## config.mk

```make
export PLATFORM = sky130hd
export DESIGN_NAME = lcg_keystream_xor_descrambler
export DESIGN_NICKNAME = d
export VERILOG_FILES = /design/src/lgx_pkg.sv /design/src/lgx_csr.sv /design/src/lgx_core.sv /design/src/lcg_keystream_xor_descrambler.sv
export SDC_FILE = /design/constraint.sdc
export NUM_CORES = 1
export LEC_CHECK = 0
export BUFFER_PORTS_ARGS = -buffer_cell sky130_fd_sc_hd__buf_2
export CAP_MARGIN = 10
export CORE_ASPECT_RATIO = 1.2
export CORE_MARGIN = 8
export CORE_UTILIZATION = 55
export CTS_CLUSTER_DIAMETER = 150
export DETAILED_ROUTE_END_ITERATION = 10
export MAX_ROUTING_LAYER = met4
export PLACE_DENSITY_LB_ADDON = 0.1
export SLEW_MARGIN = 20
export SYNTH_ARGS = -nofsm -noshare
export SYNTH_HDL_FRONTEND = slang
export SYNTH_HIERARCHICAL = 1
export SYNTH_SLANG_ARGS = --single-unit
export TNS_END_PERCENT = 5
```

## constraint.sdc

```tcl
create_clock -name clock -period 12.2 [get_ports clock]
set_input_delay 0 -clock clock [delete_from_list [all_inputs] [get_ports clock]]
set_output_delay 0 -clock clock [all_outputs]
set_load 0.01 [all_outputs]
```

## src/lgx_pkg.sv

```systemverilog
// ----------------------------------------------------------------------------
// lgx_pkg
// Shared types, constants and the key table of the keystream descrambler.
// ----------------------------------------------------------------------------
package lgx_pkg;

   localparam int unsigned BYTE_W   = 8;
   localparam int unsigned OFFSET_W = 16;
   localparam int unsigned WORD_W   = 32;
   localparam int unsigned ADDR_W   = 2;

   localparam logic [WORD_W-1:0]   LCG_MUL       = 32'd214013;
   localparam logic [WORD_W-1:0]   LCG_INC       = 32'd2531011;
   localparam logic [OFFSET_W-1:0] OFFSET_RESET  = 16'd3600;

   typedef enum logic [ADDR_W-1:0] {
      REG_SEED_BYTE    = 2'd0,
      REG_START_OFFSET = 2'd1,
      REG_FILE_LENGTH  = 2'd2
   } reg_index_type;

   typedef struct packed {
      logic [WORD_W-1:0]   seed_next;
      logic [OFFSET_W-1:0] start_offset;
      logic [WORD_W-1:0]   file_length;
   } cfg_type;

   function automatic logic [BYTE_W-1:0] key_char(input logic [3:0] idx);
      logic [BYTE_W-1:0] c;
      case (idx)
         4'd0:    c = 8'h45;
         4'd1:    c = 8'h41;
         4'd2:    c = 8'h47;
         4'd3:    c = 8'h4C;
         4'd4:    c = 8'h53;
         4'd5:    c = 8'h5F;
         4'd6:    c = 8'h53;
         4'd7:    c = 8'h59;
         4'd8:    c = 8'h53;
         4'd9:    c = 8'h54;
         4'd10:   c = 8'h45;
         4'd11:   c = 8'h4D;
         default: c = 8'h00;
      endcase
      return c;
   endfunction

endpackage

```

## src/lgx_csr.sv

```systemverilog
// ----------------------------------------------------------------------------
// lgx_csr
// Configuration registers; the seed is held as the generator value that
// follows it, so a first byte can use it without a multiply.
// ----------------------------------------------------------------------------
module lgx_csr (
   input  logic                          clock,
   input  logic                          reset,
   input  logic                          csr_we,
   input  logic [lgx_pkg::ADDR_W-1:0]    csr_addr,
   input  logic [lgx_pkg::WORD_W-1:0]    csr_wdata,
   output lgx_pkg::cfg_type              cfg
);

   logic [lgx_pkg::WORD_W-1:0]   seed_next_ff, seed_next_in;
   logic [lgx_pkg::OFFSET_W-1:0] offset_ff, offset_in;
   logic [lgx_pkg::WORD_W-1:0]   length_ff, length_in;
   logic [lgx_pkg::WORD_W-1:0]   seed_ext;

   assign seed_ext = {{(lgx_pkg::WORD_W-lgx_pkg::BYTE_W){csr_wdata[lgx_pkg::BYTE_W-1]}},
                      csr_wdata[lgx_pkg::BYTE_W-1:0]};

   always_comb begin
      seed_next_in = seed_next_ff;
      offset_in    = offset_ff;
      length_in    = length_ff;
      if (csr_we) begin
         case (lgx_pkg::reg_index_type'(csr_addr))
            lgx_pkg::REG_SEED_BYTE: begin
               seed_next_in = lgx_pkg::WORD_W'(seed_ext * lgx_pkg::LCG_MUL) + lgx_pkg::LCG_INC;
            end
            lgx_pkg::REG_START_OFFSET: begin
               offset_in = csr_wdata[lgx_pkg::OFFSET_W-1:0];
            end
            lgx_pkg::REG_FILE_LENGTH: begin
               length_in = csr_wdata;
            end
            default: begin
            end
         endcase
      end
   end

   always_ff @(posedge clock) begin
      if (reset) begin
         seed_next_ff <= lgx_pkg::LCG_INC;
         offset_ff    <= lgx_pkg::OFFSET_RESET;
         length_ff    <= '0;
      end else begin
         seed_next_ff <= seed_next_in;
         offset_ff    <= offset_in;
         length_ff    <= length_in;
      end
   end

   assign cfg.seed_next    = seed_next_ff;
   assign cfg.start_offset = offset_ff;
   assign cfg.file_length  = length_ff;

endmodule

```

## src/lgx_core.sv

```systemverilog
// ----------------------------------------------------------------------------
// lgx_core
// Input register, region test, generator lookahead and key XOR, result
// register.
// ----------------------------------------------------------------------------
module lgx_core (
   input  logic                          clock,
   input  logic                          reset,
   input  lgx_pkg::cfg_type              cfg,
   input  logic                          req_tvalid,
   output logic                          req_tready,
   input  logic [lgx_pkg::BYTE_W-1:0]    req_data,
   input  logic                          req_first,
   input  logic                          req_last,
   output logic                          rsp_tvalid,
   input  logic                          rsp_tready,
   output logic [lgx_pkg::BYTE_W-1:0]    rsp_byte,
   output logic                          rsp_last,
   output logic                          rsp_short
);

   localparam int unsigned W  = lgx_pkg::WORD_W;
   localparam int unsigned M_W = 13;
   localparam logic [11:0] RECIP3 = 12'd2731;

   logic                   s1_valid_ff, s1_valid_in;
   logic [lgx_pkg::BYTE_W-1:0] s1_data_ff;
   logic                   s1_first_ff, s1_last_ff;
   logic                   out_valid_ff, out_valid_in;
   logic [lgx_pkg::BYTE_W-1:0] out_byte_ff;
   logic                   out_last_ff, out_short_ff;
   logic [W-1:0]           gen_next_ff, gen_next_in;
   logic [W-1:0]           pos_ff, pos_in;

   logic                   s1_move, req_take;
   logic [W-1:0]           p, cur;
   logic                   short_file, in_region;
   logic [14:0]            r;
   logic [M_W-1:0]         m;
   logic [24:0]            prod;
   logic [11:0]            q;
   logic [M_W-1:0]         m_rem;
   logic [3:0]             idx;
   logic [lgx_pkg::BYTE_W-1:0] result;

   assign s1_move    = s1_valid_ff && (!out_valid_ff || rsp_tready);
   assign req_tready = !s1_valid_ff || s1_move;
   assign req_take   = req_tvalid && req_tready;

   assign p   = s1_first_ff ? '0 : pos_ff;
   assign cur = s1_first_ff ? cfg.seed_next : gen_next_ff;

   assign short_file = {1'b0, cfg.file_length} <
                       (33'({cfg.start_offset}) + 33'd3);
   assign in_region  = !short_file
                       && (p >= W'(cfg.start_offset))
                       && ((p[0] ^ cfg.start_offset[0]) == 1'b0)
                       && (({1'b0, p} + 33'd2) < {1'b0, cfg.file_length});

   // key index: r mod 12 = 4 * ((r >> 2) mod 3) + r[1:0]
   assign r     = cur[30:16];
   assign m     = r[14:2];
   assign prod  = 25'(m) * 25'(RECIP3);
   assign q     = prod[24:13];
   assign m_rem = m - (M_W'(q) * 13'd3);
   assign idx   = {m_rem[1:0], r[1:0]};

   assign result = in_region ? (s1_data_ff ^ lgx_pkg::key_char(idx)) : s1_data_ff;

   assign gen_next_in = in_region ? (W'(cur * lgx_pkg::LCG_MUL) + lgx_pkg::LCG_INC) : cur;
   assign pos_in      = (p == '1) ? p : p + W'(1);

   assign s1_valid_in  = req_take || (s1_valid_ff && !s1_move);
   assign out_valid_in = s1_move || (out_valid_ff && !rsp_tready);

   always_ff @(posedge clock) begin
      if (reset) begin
         s1_valid_ff  <= 1'b0;
         out_valid_ff <= 1'b0;
         gen_next_ff  <= lgx_pkg::LCG_INC;
         pos_ff       <= '0;
      end else begin
         s1_valid_ff  <= s1_valid_in;
         out_valid_ff <= out_valid_in;
         if (s1_move) begin
            gen_next_ff <= gen_next_in;
            pos_ff      <= pos_in;
         end
      end
   end

   always_ff @(posedge clock) begin
      if (req_take) begin
         s1_data_ff  <= req_data;
         s1_first_ff <= req_first;
         s1_last_ff  <= req_last;
      end
      if (s1_move) begin
         out_byte_ff  <= result;
         out_last_ff  <= s1_last_ff;
         out_short_ff <= short_file;
      end
   end

   assign rsp_tvalid = out_valid_ff;
   assign rsp_byte   = out_byte_ff;
   assign rsp_last   = out_last_ff;
   assign rsp_short  = out_short_ff;

endmodule

```

## src/lcg_keystream_xor_descrambler.sv

```systemverilog
// ----------------------------------------------------------------------------
// lcg_keystream_xor_descrambler
// Byte stream descrambler: XORs bytes of the scrambled region with a key
// character chosen by a linear congruential generator.
//
//  channel  dir  handshake              payload
//  req      in   req_tvalid/req_tready  tdata=data_byte, tuser=first, tlast=last
//  rsp      out  rsp_tvalid/rsp_tready  tdata=out_byte, tuser=too_short, tlast=last_out
//  csr      in   csr_we                 csr_addr=index, csr_wdata=value
//
// One byte per cycle sustained while the receiver takes results; a result passes
// through the input register and then the result register before it can
// transfer out.
// The generator runs one step ahead in a register, so the key character
// comes from a register and one constant multiply sits on the update path.
// Reset clears both valid bits and the position and loads the generator with LCG_INC.
// A stalled result holds while the input register still takes one byte.
// ----------------------------------------------------------------------------
module lcg_keystream_xor_descrambler (
   input  logic                          clock,
   input  logic                          reset,
   input  logic                          req_tvalid,
   output logic                          req_tready,
   input  logic [7:0]                    req_tdata,   // [7:0] data_byte
   input  logic                          req_tuser,   // [0] first
   input  logic                          req_tlast,
   output logic                          rsp_tvalid,
   input  logic                          rsp_tready,
   output logic [7:0]                    rsp_tdata,   // [7:0] out_byte
   output logic                          rsp_tuser,   // [0] too_short
   output logic                          rsp_tlast,
   input  logic                          csr_we,
   input  logic [lgx_pkg::ADDR_W-1:0]    csr_addr,
   input  logic [lgx_pkg::WORD_W-1:0]    csr_wdata
);

   lgx_pkg::cfg_type cfg;

   lgx_csr u_csr (
      .clock     (clock),
      .reset     (reset),
      .csr_we    (csr_we),
      .csr_addr  (csr_addr),
      .csr_wdata (csr_wdata),
      .cfg       (cfg)
   );

   lgx_core u_core (
      .clock      (clock),
      .reset      (reset),
      .cfg        (cfg),
      .req_tvalid (req_tvalid),
      .req_tready (req_tready),
      .req_data   (req_tdata),
      .req_first  (req_tuser),
      .req_last   (req_tlast),
      .rsp_tvalid (rsp_tvalid),
      .rsp_tready (rsp_tready),
      .rsp_byte   (rsp_tdata),
      .rsp_last   (rsp_tlast),
      .rsp_short  (rsp_tuser)
   );

endmodule

```

==> impl_metrics.py <==
metrics = {
    "run_status": {
        "run_status": "finished, final reports clean",
    },
    "critical_path": {
        "timing.critical_path.fanout_max": 33,
        "rrSetupSlack_ps": 4420,
        "critPathArrivalTime_ps": 7950,
        "rr_startpoint": "u_core/s1_first_ff",
        "req_time_crit_path_ps": 12380,
        "worst_r2r_path_depth": 22,
        "worstSetupStartpointType": "flip-flop",
        "timing.rr.end": "u_core/rsp_byte[2]",
        "critical_path_type": "flip-flop to flip-flop",
        "critical_path_capture_point_type": "flip-flop",
    },
    "timing": {
        "timing.final.crit_share_pct": 63.7,
        "slew_viol_final": 0,
        "period_minus_slack_ps": 7780,
        "timing.final.hold_violations": 0,
        "maxSlewHeadroom_pct": 28.5,
        "setup_total_negative_slack_ps": 0,
        "timing.clock.skew_ps": 15.2,
        "rsz0062_at_grt": "false",
        "tightest_slew_ps": 1060,
        "achievable-frequency_ghz": 0.129,
        "number_of_failing_setup_endpoints_in_the_final_timing_report": 0,
    },
    "global_route": {
        "largest_net_degree_at_the_start_of_global_routing": 103,
        "antenna_found_initial": 0,
        "first_global_vias": 17800,
        "grt_overflow_total": 0,
        "grt_pass1_wl_um": 92800,
        "grt_util_all_layers_pct": 25.8,
    },
    "synth": {
        "syn_area_um2": 21900,
        "gate_count_after_technology_mapping": 2513,
        "yosys_warnings": 6,
        "net_count_of_the_mapped_netlist": 3141,
        "syn_area_per_cell_um2": 8.71,
    },
    "finish": {
        "layout-drive-gt1-share_pct": 5.97,
        "antenna-diode-count": 0,
        "layout_common_cells": "520 x sky130_fd_sc_hd__inv_1, 340 x sky130_fd_sc_hd__ha_1, 261 x sky130_fd_sc_hd__nand2_1, 239 x sky130_fd_sc_hd__fa_1, 159 x sky130_fd_sc_hd__a21oi_1",
        "nets": 3210,
        "layout-area-overhead-vs-synth_pct": 8.22,
        "layout.cells.most_common": "sky130_fd_sc_hd__inv_1",
    },
    "die": {
        "ios": 61,
        "die_area_um2": 46500,
        "initial_utilization_pct": 55.4,
        "row_count": 80,
        "die_width_um": 198,
        "die_height_um": 235,
        "core-area_um2": 39500,
    },
    "cts": {
        "clock_sink_count": 161,
        "clock_tree.buffer_depth": 2,
        "ctsResizeCount": 0,
        "post-cts-setup-buffers": 0,
        "clkLatencyLatePin_ps": 440,
        "tritoncts": "built",
        "cts_hold_buffers": 46,
        "clockRootBuffer": "sky130_fd_sc_hd__clkbuf_16",
        "tritoncts.num_buffers": 17,
        "h-tree-depth": 4,
        "path_clk_slew_ps": 70,
    },
    "detailed_routing": {
        "detailroute.via_count": 16900,
        "vias_per_cell": 5.40,
        "dr.pass1.iters": 5,
        "post_route_ant_nets": 0,
        "dr.first_iter.drc_count": 1030,
        "wl_per_cell_um": 18.0,
        "detail_route.wirelength_um": 56200,
        "drc_errors_left": 0,
    },
    "min_path": {
        "hold-path-cell-count": 4,
        "worst_hold_startpoint": "csr_addr[1]",
        "worst_hold_path_type": "primary input to flip-flop",
        "whs_endpoint": "u_csr/seed_next_ff[16]",
    },
    "place": {
        "hpwlAfterDp_um": 45900,
        "gp_routability_congestion": 0.954,
        "portBuffers": 60,
    },
    "flow_run": {
        "drv_cap": 0,
    },
}
[worst max-delay path, stage by stage, from the launching register on]
cell and delay, ps:
sky130_fd_sc_hd__edfxtp_1 330, sky130_fd_sc_hd__buf_4 460, sky130_fd_sc_hd__mux2i_1 700, sky130_fd_sc_hd__inv_1 420, sky130_fd_sc_hd__ha_1 470, sky130_fd_sc_hd__inv_1 80
sky130_fd_sc_hd__fa_1 460, sky130_fd_sc_hd__fa_1 520, sky130_fd_sc_hd__fa_1 550, sky130_fd_sc_hd__fa_1 560, sky130_fd_sc_hd__inv_1 40, sky130_fd_sc_hd__ha_1 270
sky130_fd_sc_hd__a31o_2 230, sky130_fd_sc_hd__xor2_1 140, sky130_fd_sc_hd__ha_1 190, sky130_fd_sc_hd__xnor2_1 130, sky130_fd_sc_hd__xnor2_1 190, sky130_fd_sc_hd__xnor2_1 160
sky130_fd_sc_hd__xnor2_1 110, sky130_fd_sc_hd__xnor2_1 840, sky130_fd_sc_hd__mux2i_1 350, sky130_fd_sc_hd__a21oi_1 100, sky130_fd_sc_hd__nand4b_1 180
[sequential cells by signal, indices dropped and copies added (netlist names)]
register            flops
u_core/gen_next_ff     31
u_core/pos_ff          32
u_core/rsp_byte         8
u_core/rsp_last         1
u_core/rsp_short        1
u_core/rsp_tvalid       1
u_core/s1_data_ff       8
u_core/s1_first_ff      1
u_core/s1_last_ff       1
u_core/s1_valid_ff      1
u_csr/length_ff        32
u_csr/offset_ff        16
u_csr/seed_next_ff     28
[stage by stage]
step           hold slack (ps)  area, um2  setup WS, ps  std cells  utilization, %
2_1_floorplan             98.9      21900          4350       2513               -
4_1_cts                   87.4      23700          4470       3128            59.9
6_report                   118      23700          4420       3128            59.9
3_3_place_gp               179      22600          4710       3049            57.1
5_1_grt                    141      23700          3960       3128            59.9
3_5_place_dp               178      22600          4530       3050            57.2
[how the worst max path moves through the flow]
| stage | start | end | cells after the start |
|---|---|---|---|
| after floorplan | u_core/s1_first_ff | u_core/gen_next_ff[29] | 26 |
| after global routing | u_core/s1_first_ff | u_core/rsp_byte[2] | 27 |
| after global placement | u_core/s1_first_ff | u_core/rsp_byte[2] | 25 |
| after CTS | u_core/s1_first_ff | u_core/rsp_byte[2] | 22 |
| after detailed placement | u_core/s1_first_ff | u_core/rsp_byte[2] | 22 |
| final | u_core/s1_first_ff | u_core/rsp_byte[2] | 22 |
[layer usage]
metal,vias up,GRT usage [%],wire (um),share of wire (%)
met1,8230,32.4,24700,44
met4,0,6.47,1120,2.0
met2,333,44.6,28300,50
li1,8271,-,-,-
met5,-,-,0,0
met3,69,2.30,2020,3.6
[area by class of cell]
cell class | count | area [um2]
Multi-Input combinational cell | 1762 | 16200
Fill cell | 3563 | 15800
Sequential cell | 161 | 3420
Inverter | 522 | 1960
Timing Repair Buffer | 118 | 865
Tap cell | 533 | 667
Clock buffer | 17 | 425
Clock inverter | 15 | 195
Power is left out: the tool's default activity adds up to more than one toggle a clock period on the data nets, which glitch-free logic cannot reach.
